[src/rtl/assert_macros.svh]
// assertion macros used by the route update rtl
`ifndef ASSERT_MACROS_SVH
`define ASSERT_MACROS_SVH

`ifndef SYNTH

// property must hold at every clock edge outside reset
`define DVR_ASSERT(label, clk, rst, prop) \
   label: assert property (@(posedge clk) disable iff (rst) prop) \
      else $error("%m: assertion failed");

// expression must never be true outside reset
`define DVR_ASSERT_NEVER(label, clk, rst, expr) \
   label: assert property (@(posedge clk) disable iff (rst) !(expr)) \
      else $error("%m: forbidden condition seen");

`else

`define DVR_ASSERT(label, clk, rst, prop)
`define DVR_ASSERT_NEVER(label, clk, rst, expr)

`endif

`endif

[src/rtl/dvr_pkg.sv]
// types and constants of the distance vector route update block
package dvr_pkg;

   // fixed field widths of the ports
   localparam int NODE_W    = 4;
   localparam int COST_W    = 16;
   localparam int SELF_W    = 4;
   localparam int NUM_W     = 5;
   localparam int CSR_IDX_W = 2;
   localparam int CSR_DAT_W = 5;

   typedef logic [NODE_W-1:0]    node_type;
   typedef logic [COST_W-1:0]    cost_type;
   typedef logic [CSR_IDX_W-1:0] csr_idx_type;
   typedef logic [CSR_DAT_W-1:0] csr_dat_type;

   // request kinds
   localparam logic REQ_LINK   = 1'b0;
   localparam logic REQ_VECTOR = 1'b1;

   // register indexes
   localparam csr_idx_type CSR_SELF_INDEX = 2'd0;
   localparam csr_idx_type CSR_NUM_NODES  = 2'd1;

   // sequencer states
   localparam int ST_W = 2;
   localparam logic [ST_W-1:0] ST_CLEAR = 2'd0;
   localparam logic [ST_W-1:0] ST_IDLE  = 2'd1;
   localparam logic [ST_W-1:0] ST_RUN   = 2'd2;

endpackage

[src/rtl/distance_vector_route_update.sv]
// distance vector route update: cost matrix and link table in rams, one via per cycle
// A link word sets the link cost, direct and alive flags of one node; a vector word
// stores one advertised cost in the cost matrix when its node and destination lie
// inside the node count n. A vector word marked last starts a relaxation run over n
// if a destination is left: for every destination other than self the sequencer
// reads the destination's link entry, then one via node per cycle (link entry plus
// matrix entry); the single read port of the cost matrix ram sets that rate. Results
// leave through an output register; the walk only stalls when that register is full
// and not taken. No request is accepted during a run. After reset a clearing pass
// writes every matrix entry (and the link table alongside) to its reset value, one
// entry a cycle; the request channel is held off meanwhile, register writes are
// taken as ever.
`include "assert_macros.svh"

module distance_vector_route_update #(
   parameter int MAX_NODES = 16,
   parameter int COST_BITS = 16
) (
   input  logic                  clock,
   input  logic                  reset,
   // register write port
   input  logic                  csr_we,
   input  dvr_pkg::csr_idx_type  csr_index,
   input  dvr_pkg::csr_dat_type  csr_wdata,
   // request words
   input  logic                  req_valid,
   output logic                  req_ready,
   input  logic                  req_type,
   input  dvr_pkg::node_type     req_node,
   input  dvr_pkg::node_type     req_dest,
   input  dvr_pkg::cost_type     req_cost,
   input  logic                  req_direct,
   input  logic                  req_alive,
   input  logic                  req_last,
   // result words
   output logic                  rsp_valid,
   input  logic                  rsp_ready,
   output dvr_pkg::node_type     rsp_dest_out,
   output dvr_pkg::cost_type     rsp_best_cost,
   output dvr_pkg::node_type     rsp_hop_node,
   output logic                  rsp_reachable,
   output logic                  rsp_last_out
);

   import dvr_pkg::*;

   // index width of a node, counter width that also holds the node count
   localparam int IDX_W   = $clog2(MAX_NODES);
   localparam int CNT_W   = $clog2(MAX_NODES + 1);
   // compare width, big enough for d+2 and for the 5 bit register
   localparam int CMP_RAW = $clog2(MAX_NODES + 3);
   localparam int CMP_W   = (CMP_RAW > NUM_W) ? CMP_RAW : NUM_W;
   localparam int AW      = 2 * IDX_W;
   localparam int LK_W    = COST_BITS + 2;

   localparam logic [COST_BITS-1:0] INF_COST = {COST_BITS{1'b1}};
   localparam logic [CMP_W-1:0]     MAX_CMP  = CMP_W'(MAX_NODES);

   // ---------------------------------------------------------------- registers
   logic [SELF_W-1:0]   self_ff, self_in;
   logic [NUM_W-1:0]    num_ff, num_in;
   logic [ST_W-1:0]     state_ff, state_in;
   logic [AW-1:0]       clr_ff, clr_in;

   // issue side of the walk
   logic                iss_active_ff, iss_active_in;
   logic [IDX_W-1:0]    iss_d_ff, iss_d_in;
   logic [CNT_W-1:0]    iss_s_ff, iss_s_in;

   // stage that meets the ram read data
   logic                stg_valid_ff, stg_valid_in;
   logic [IDX_W-1:0]    stg_d_ff;
   logic [CNT_W-1:0]    stg_s_ff;

   // running minimum of the current destination
   logic [COST_BITS-1:0] best_ff, best_in;
   logic [IDX_W-1:0]     hop_ff, hop_in;
   logic                 hv_ff, hv_in;

   // output register
   logic                rsp_valid_ff, rsp_valid_in;
   node_type            rsp_dest_ff;
   cost_type            rsp_cost_ff;
   node_type            rsp_hop_ff;
   logic                rsp_reach_ff;
   logic                rsp_last_ff;

   // ---------------------------------------------------------------- ram ports
   logic                cm_we, cm_re;
   logic [AW-1:0]       cm_waddr, cm_raddr;
   logic [COST_BITS-1:0] cm_wdata, cm_rdata;
   logic                lk_we, lk_re;
   logic [IDX_W-1:0]    lk_waddr, lk_raddr;
   logic [LK_W-1:0]     lk_wdata, lk_rdata;

   // ---------------------------------------------------------------- helpers
   logic [CMP_W-1:0]    self_cmp, n_cmp, node_cmp, dest_cmp, iss_nd, stg_nd;
   logic [CNT_W-1:0]    n_cnt;
   logic [COST_BITS-1:0] in_cost;
   logic                req_fire, advance, out_load, res_last, stg_first, stg_fin;
   logic [IDX_W-1:0]    stg_v;
   logic [COST_BITS-1:0] lk_cost;
   logic                lk_direct, lk_alive;
   logic [COST_BITS:0]  sum_wide;
   logic [COST_BITS-1:0] cand;
   logic                take_via;

   // next destination after d, stepping over self
   function automatic logic [CMP_W-1:0] next_dest(input logic [CMP_W-1:0] d,
                                                  input logic [CMP_W-1:0] s);
      logic [CMP_W-1:0] nd;
      nd = d + CMP_W'(1);
      if (nd == s) begin
         nd = d + CMP_W'(2);
      end
      return nd;
   endfunction

   assign self_cmp = CMP_W'(self_ff);
   // node count clamped to the table size
   assign n_cmp    = (CMP_W'(num_ff) > MAX_CMP) ? MAX_CMP : CMP_W'(num_ff);
   assign n_cnt    = CNT_W'(n_cmp);
   assign node_cmp = CMP_W'(req_node);
   assign dest_cmp = CMP_W'(req_dest);
   assign in_cost  = COST_BITS'(req_cost);

   assign req_ready = (state_ff == ST_IDLE);
   assign req_fire  = req_valid && req_ready;

   // stage bookkeeping: step 0 reads the destination's own link entry
   assign stg_first = (stg_s_ff == '0);
   assign stg_fin   = (stg_s_ff == n_cnt);
   assign stg_v     = IDX_W'(stg_s_ff - CNT_W'(1));
   assign stg_nd    = next_dest(CMP_W'(stg_d_ff), self_cmp);
   assign res_last  = (stg_nd >= n_cmp);
   assign iss_nd    = next_dest(CMP_W'(iss_d_ff), self_cmp);

   // the walk only stops when a finished result finds the output register busy
   assign advance  = !(stg_valid_ff && stg_fin && rsp_valid_ff && !rsp_ready);
   assign out_load = stg_valid_ff && stg_fin && advance;

   // ---------------------------------------------------------------- relaxation
   assign lk_cost   = lk_rdata[LK_W-1:2];
   assign lk_direct = lk_rdata[1];
   assign lk_alive  = lk_rdata[0];

   // saturating via cost
   assign sum_wide = {1'b0, lk_cost} + {1'b0, cm_rdata};
   assign cand     = (sum_wide >= {1'b0, INF_COST}) ? INF_COST : sum_wide[COST_BITS-1:0];
   assign take_via = lk_alive && (CMP_W'(stg_v) != self_cmp) && (cand < best_ff);

   always_comb begin
      best_in = best_ff;
      hop_in  = hop_ff;
      hv_in   = hv_ff;
      if (stg_valid_ff && advance) begin
         if (stg_first) begin
            // start from the direct link, if any
            best_in = lk_direct ? lk_cost : INF_COST;
            hop_in  = stg_d_ff;
            hv_in   = lk_direct;
         end else if (take_via) begin
            best_in = cand;
            hop_in  = stg_v;
            hv_in   = 1'b1;
         end
      end
   end

   // ---------------------------------------------------------------- registers
   always_comb begin
      self_in = self_ff;
      num_in  = num_ff;
      if (csr_we) begin
         unique case (csr_index)
            CSR_SELF_INDEX: self_in = csr_wdata[SELF_W-1:0];
            CSR_NUM_NODES:  num_in  = csr_wdata[NUM_W-1:0];
            default: begin
               // no register here
            end
         endcase
      end
   end

   // ---------------------------------------------------------------- sequencer
   always_comb begin
      state_in      = state_ff;
      clr_in        = clr_ff;
      iss_active_in = iss_active_ff;
      iss_d_in      = iss_d_ff;
      iss_s_in      = iss_s_ff;
      cm_we         = 1'b0;
      cm_waddr      = {IDX_W'(self_ff), stg_d_ff};
      cm_wdata      = best_in;
      lk_we         = 1'b0;
      lk_waddr      = IDX_W'(req_node);
      lk_wdata      = {in_cost, req_direct, req_alive};
      cm_re         = 1'b0;
      lk_re         = 1'b0;
      cm_raddr      = {stg_v, iss_d_ff};
      lk_raddr      = iss_d_ff;

      unique case (state_ff)
         ST_CLEAR: begin
            // sweep every entry back to its reset value
            cm_we    = 1'b1;
            cm_waddr = clr_ff;
            cm_wdata = INF_COST;
            lk_we    = 1'b1;
            lk_waddr = clr_ff[IDX_W-1:0];
            lk_wdata = {INF_COST, 1'b0, 1'b1};
            clr_in   = clr_ff + AW'(1);
            if (clr_ff == '1) begin
               state_in = ST_IDLE;
            end
         end
         ST_IDLE: begin
            if (req_fire) begin
               if (req_type == REQ_LINK) begin
                  lk_we = (node_cmp < MAX_CMP);
               end else begin
                  cm_we    = (node_cmp < n_cmp) && (dest_cmp < n_cmp);
                  cm_waddr = {IDX_W'(req_node), IDX_W'(req_dest)};
                  cm_wdata = in_cost;
                  // a last word opens a run if any destination is left
                  if (req_last) begin
                     priority if (self_cmp == '0) begin
                        iss_d_in = IDX_W'(1);
                        if (n_cmp > CMP_W'(1)) begin
                           state_in      = ST_RUN;
                           iss_active_in = 1'b1;
                        end
                     end else begin
                        iss_d_in = '0;
                        if (n_cmp != '0) begin
                           state_in      = ST_RUN;
                           iss_active_in = 1'b1;
                        end
                     end
                     iss_s_in = '0;
                  end
               end
            end
         end
         ST_RUN: begin
            // issue one read pair per cycle while the walk is not stalled
            if (iss_active_ff && advance) begin
               cm_re    = 1'b1;
               lk_re    = 1'b1;
               cm_raddr = {IDX_W'(iss_s_ff - CNT_W'(1)), iss_d_ff};
               lk_raddr = (iss_s_ff == '0) ? iss_d_ff : IDX_W'(iss_s_ff - CNT_W'(1));
               if (iss_s_ff == n_cnt) begin
                  iss_s_in = '0;
                  if (iss_nd >= n_cmp) begin
                     iss_active_in = 1'b0;
                  end else begin
                     iss_d_in = IDX_W'(iss_nd);
                  end
               end else begin
                  iss_s_in = iss_s_ff + CNT_W'(1);
               end
            end
            // own row takes the new cost, only when self lies in the table
            if (out_load) begin
               cm_we = (self_cmp < MAX_CMP);
               if (res_last) begin
                  state_in = ST_IDLE;
               end
            end
         end
         default: begin
            state_in = ST_IDLE;
         end
      endcase
   end

   assign stg_valid_in = advance ? (iss_active_ff && (state_ff == ST_RUN)) : stg_valid_ff;
   assign rsp_valid_in = out_load ? 1'b1 : (rsp_ready ? 1'b0 : rsp_valid_ff);

   always_ff @(posedge clock) begin
      if (reset) begin
         self_ff       <= '0;
         num_ff        <= NUM_W'(16);
         state_ff      <= ST_CLEAR;
         clr_ff        <= '0;
         iss_active_ff <= 1'b0;
         stg_valid_ff  <= 1'b0;
         rsp_valid_ff  <= 1'b0;
      end else begin
         self_ff       <= self_in;
         num_ff        <= num_in;
         state_ff      <= state_in;
         clr_ff        <= clr_in;
         iss_active_ff <= iss_active_in;
         stg_valid_ff  <= stg_valid_in;
         rsp_valid_ff  <= rsp_valid_in;
      end
   end

   // payload and walk position, no reset needed
   always_ff @(posedge clock) begin
      iss_d_ff <= iss_d_in;
      iss_s_ff <= iss_s_in;
      best_ff  <= best_in;
      hop_ff   <= hop_in;
      hv_ff    <= hv_in;
      if (advance) begin
         stg_d_ff <= iss_d_ff;
         stg_s_ff <= iss_s_ff;
      end
      if (out_load) begin
         rsp_dest_ff  <= NODE_W'(stg_d_ff);
         rsp_cost_ff  <= COST_W'(best_in);
         rsp_hop_ff   <= hv_in ? NODE_W'(hop_in) : '0;
         rsp_reach_ff <= hv_in;
         rsp_last_ff  <= res_last;
      end
   end

   assign rsp_valid     = rsp_valid_ff;
   assign rsp_dest_out  = rsp_dest_ff;
   assign rsp_best_cost = rsp_cost_ff;
   assign rsp_hop_node  = rsp_hop_ff;
   assign rsp_reachable = rsp_reach_ff;
   assign rsp_last_out  = rsp_last_ff;

   // ---------------------------------------------------------------- memories
   // cost matrix, row = advertising node, column = destination
   dvr_ram #(
      .DATA_W (COST_BITS),
      .ADDR_W (AW)
   ) u_cost_ram (
      .clock (clock),
      .we    (cm_we),
      .waddr (cm_waddr),
      .wdata (cm_wdata),
      .re    (cm_re),
      .raddr (cm_raddr),
      .rdata (cm_rdata)
   );

   // link table: cost, direct flag, alive flag
   dvr_ram #(
      .DATA_W (LK_W),
      .ADDR_W (IDX_W)
   ) u_link_ram (
      .clock (clock),
      .we    (lk_we),
      .waddr (lk_waddr),
      .wdata (lk_wdata),
      .re    (lk_re),
      .raddr (lk_raddr),
      .rdata (lk_rdata)
   );

   // ---------------------------------------------------------------- checks
   `DVR_ASSERT_NEVER(a_clear_quiet, clock, reset, (state_ff == ST_CLEAR) && (rsp_valid_ff || stg_valid_ff))
   `DVR_ASSERT(a_stage_in_run, clock, reset, stg_valid_ff |-> (state_ff == ST_RUN))
   `DVR_ASSERT(a_final_drained, clock, reset, (out_load && res_last) |-> !iss_active_ff)
   `DVR_ASSERT(a_stall_holds, clock, reset, (stg_valid_ff && !advance) |=> (stg_valid_ff && $stable(stg_s_ff) && $stable(stg_d_ff)))

endmodule

[src/rtl/dvr_ram.sv]
// simple dual port synchronous ram, one write and one registered read port
module dvr_ram #(
   parameter int DATA_W = 16,
   parameter int ADDR_W = 8
) (
   input  logic              clock,
   input  logic              we,
   input  logic [ADDR_W-1:0] waddr,
   input  logic [DATA_W-1:0] wdata,
   input  logic              re,
   input  logic [ADDR_W-1:0] raddr,
   output logic [DATA_W-1:0] rdata
);

   localparam int DEPTH = 1 << ADDR_W;

   logic [DATA_W-1:0] mem_ff [DEPTH];
   logic [DATA_W-1:0] rdata_ff;

   always_ff @(posedge clock) begin
      if (we) begin
         mem_ff[waddr] <= wdata;
      end
   end

   // read data holds while re is low
   always_ff @(posedge clock) begin
      if (re) begin
         rdata_ff <= mem_ff[raddr];
      end
   end

   assign rdata = rdata_ff;

endmodule

[config.mk]
export PLATFORM = sky130hd
export DESIGN_NAME = distance_vector_route_update
export DESIGN_NICKNAME = d
export VERILOG_FILES = /design/src/rtl/dvr_pkg.sv /design/src/rtl/distance_vector_route_update.sv /design/src/rtl/dvr_ram.sv
export VERILOG_INCLUDE_DIRS = /design/src /design/src/rtl
export SDC_FILE = /design/constraint.sdc
export NUM_CORES = 2
export LEC_CHECK = 0
export BUFFER_PORTS_ARGS = -buffer_cell sky130_fd_sc_hd__buf_2
export CORE_ASPECT_RATIO = 2
export CORE_UTILIZATION = 50
export DETAILED_ROUTE_END_ITERATION = 7
export PLACE_DENSITY = 0.74
export SLEW_MARGIN = 0
export SYNTH_ARGS = -nofsm -noshare
export SYNTH_HDL_FRONTEND = slang
export SYNTH_MEMORY_MAX_BITS = 65536
export SYNTH_SLANG_ARGS = --single-unit
[constraint.sdc]
create_clock -name clock -period 21.1 [get_ports clock]
set_input_delay 0 -clock clock [delete_from_list [all_inputs] [get_ports clock]]
set_output_delay 0 -clock clock [all_outputs]
set_load 0.02 [all_outputs]
==> metrics.md <==
| Metric | Value |
|---|---|
| Status | complete, no violations |
| Via count | 84140 |
| Ys async rst share | 0% |
| GPL Wtd Cong | 0.8900 |
| XOR/XNOR share of the synthesized area | 0.2524% |
| Antenna-violating nets left | 0 |
| Pin count of the biggest net entering global routing | 127 |
| Worst skew pair latency | 0.93 ns |
| Critical Path RT | 21.62 ns |
| Io pins | 68 |
| Port bufs | 67 |
| Pre-CTS WS | 12.99 ns |
| Vias in the first global route | 86670 |
| Std-Cell Rows | 307 |
| Deepest clock path buffer count | 4 |
| Area Growth Syn to Fin | 11.73% |
| Syn Nets | 7778 |
| WHS | 0.08262 ns |
| Sequential share of the synthesized area | 76.83% |
| Max Freq | 120.4 MHz |
| Vias/cell | 6.426 |
| Setup Buffers After CTS | 0 |
| Most frequent cells in the layout | edfxtp_1 (4462), mux4_2 (1280), buf_4 (404) |
| Setup ws final | 12.79 ns |
| Pleak | 60.91 nW |
| WL final | 461000 microns |
| Adder-Cell Fraction of Synth Area | 0.4106% |
| Clk_skew | 0.06721 ns |
| GR Overflow Total | 0 |
| First-pass GRT wire length | 645100 microns |
| Worst-path clk slew | 0.07 ns |
| TritonRoute pass-1 iters | 5 |
| HPWL Detailed | 277300 microns |
| Wire per inst | 35.21 microns |
| Initial antenna violation count | 9 |
| Yosys reg bits | 4505 |
| Layout cells sized above 1 | 29.36% |
| TNS Setup | 0 ns |
| DIE AREA | 353600 sq um |
| Peak VDD IR | 0.07441 mV |
| Final min period | 8.307 ns |
| Root buffer cell | clkbuf_16 |
| Worst Path Max Fanout | 93 |
| Die Span Y | 839.9 microns |
| Post-synth EDFFs | 4462 |
| Nets | 8269 |
| CTS tree | built |
| PwrDens | 85.17 nW/um^2 |
| Final Max Slew Viols | 0 |
| Min-delay worst type | input port to register |
| WP data arrival | 8.83 ns |
| Die width | 421.0 microns |
| Commonest non-fill, non-tap cell in the layout | edfxtp_1 |
| R2R Path Start | u_link_ram.rdata[2] |
| Critical hold path startpoint | req_alive |
| Num CTS Buffers | 362 |
| Final setup fails | 0 |
| Post-CTS Hold Buffers | 56 |
| Max-cap violation count | 0 |
| Worst Setup Start Kind | register |
| Cells after Synth | 7681 |
| R2r setup slk | 12.79 ns |
| Synth Flop Type | edfxtp_1 |
| Core box area | 349200 sq um |
| Post-synthesis mux area share | 18.77% |
| Post-Synth Simple-Gate Area | 1.662% |
| Mean area per synthesized cell | 22.85 sq um |
| Largest family of logic cells by synthesized area | multiplexers |
| Complex-gate fraction of the synthesized area | 1.040% |
| Distinct cells, synth | 72 |
| Filler cells | 24430 |
| Final period util | 39.37% |
| Setup CP Type | register to register |
| Post_cts resized | 0 |
| Remaining DRCs | 0 |
| Overall power | 16.70 mW |
| Worst R2R End | u_cost_ram.mem_ff[253][10] |
| Clock sink count | 4505 |
| Worst hold path endpoint | u_link_ram.mem_ff[8][0] |
| FF-to-FF path depth | 23 |
| H-tree Lvls | 5 |
| Critical Path End Type | register |
| Total track usage | 25.85% |
| DRT iter0 DRCs | 9757 |
| Initial Utilization | 50.27% |
| RSZ-0062 raised after global routing | no |
| Worst-margin pin slew | 1.366 ns |
| Fin. Hold Viols | 0 |
| Mapped Area | 175500 sq um |
| Synth Warn # | 0 |
| Slew margin rel. | 8.940% |
| Hold depth | 3 |
synthesized netlist by cell type, types with 6 or more instances:
master,number,share of area [%]
nand2_1,143,0.31
o21a_1,6,0.026
inv_1,35,0.075
o211ai_1,75,0.32
clkbuf_1,286,0.61
a31oi_1,12,0.043
buf_1,82,0.18
buf_2,28,0.080
buf_6,14,0.090
nor2b_1,21,0.075
xor2_1,20,0.10
nand4_1,22,0.078
mux4_2,1280,16
nand2b_1,14,0.050
nor3b_1,7,0.030
mux2_2,73,0.47
nand3_1,39,0.11
nor3_1,11,0.031
or2_2,21,0.075
a21oi_1,58,0.17
mux2i_1,327,1.9
edfxtp_1,4462,76
and3_1,7,0.025
and2_1,16,0.057
o21ai_0,39,0.11
xnor2_1,28,0.14
a21o_1,11,0.047
dfxtp_1,43,0.49
nor2_1,350,0.75
ha_1,56,0.40
o22ai_1,25,0.089
cell type report:
class / count / area [sq um] / area share [%]
Sequential cell: 4505 / 134800 / 68.76
Multi-Input combinational cell: 2728 / 39270 / 20.02
Clock buffer: 437 / 9539 / 4.864
Tap cell: 4635 / 5799 / 2.957
Timing Repair Buffer: 539 / 4169 / 2.126
Clock inverter: 211 / 2347 / 1.197
Inverter: 36 / 135.1 / 0.06890
Antenna cell: 2 / 5.005 / 0.002552
per-layer routing:
layer | wire [microns] | vias to the layer above | global-route usage [%] | part of all wire [%]
met4 | 36400 | 4 | 17.36 | 7.9
met5 | 27 | - | 0 | 0.0059
met2 | 246200 | 4612 | 46.69 | 53
met3 | 31730 | 1079 | 3.321 | 6.9
li1 | - | 33380 | - | -
met1 | 146600 | 45070 | 28.39 | 32
worst max-delay path: stages, from the launching register on:
cell	delay [ns]
edfxtp_1	0.42
ha_1	0.25
inv_1	0.09
fa_1	0.21
nand2b_1	0.15
a21oi_1	0.14
o211ai_1	0.54
a211o_1	0.39
and2_1	0.46
o21ai_0	0.24
ha_1	0.34
and3_1	0.15
nand4_1	0.21
nand4bb_1	0.26
a211oi_1	0.37
nor3_2	0.06
buf_4	0.21
nand3_1	0.38
o221a_2	0.32
a21oi_1	0.07
a21oi_4	0.13
buf_4	0.62
buf_4	0.86
buf_4	0.79
cells by family after synthesis:
group	after synthesis
AO/OA/AOI/OAI	274
XOR/XNOR	49
buffers and inverters	448
multiplexers	1681
AND/OR/NAND/NOR	667
adder cells (fa/ha/maj)	57
flip-flops	4505
power breakdown:
part / internal (mW) / switching (mW)
clock: 3.76 / 3.17
combinational: 0.0232 / 0.0689
sequential: 9.69 / 0.00386
total: 13.5 / 3.24
flip-flops by register name, summed over array words and instances (netlist names), 5 cells and up:
name               count
rsp_best_cost         16
u_link_ram.rdata      18
num_ff                 5
u_cost_ram.rdata      16
iss_s_ff               5
clr_ff                 8
u_link_ram.mem_ff    288
stg_s_ff               5
u_cost_ram.mem_ff   4096
best_ff               16
metrics by stage:
stage          instances  util [%]  area, sq um
2_1_floorplan       7681         -       175500
3_3_place_gp       12390     52.60       183700
3_5_place_dp       12390     52.60       183700
4_1_cts            13090     56.17       196100
5_1_grt            13090     56.17       196100
6_report           13090     56.17       196100
how the worst max path moves through the flow:
| stage | slack [ns] | startpoint | endpoint | cells past startpoint |
|---|---|---|---|---|
| final | 12.79 | u_link_ram.rdata[2] | u_cost_ram.mem_ff[253][10] | 23 |
| after global placement | 13.11 | u_link_ram.rdata[2] | u_cost_ram.mem_ff[208][10] | 23 |
| after global routing | 12.38 | u_link_ram.rdata[2] | u_cost_ram.mem_ff[252][10] | 23 |
| after detailed placement | 12.99 | u_link_ram.rdata[2] | u_cost_ram.mem_ff[222][10] | 23 |
| after floorplan | 4.96 | u_link_ram.rdata[2] | u_cost_ram.mem_ff[0][13] | 20 |
| after CTS | 12.89 | u_link_ram.rdata[2] | u_cost_ram.mem_ff[209][10] | 23 |
(Power assumes the default switching activity.)
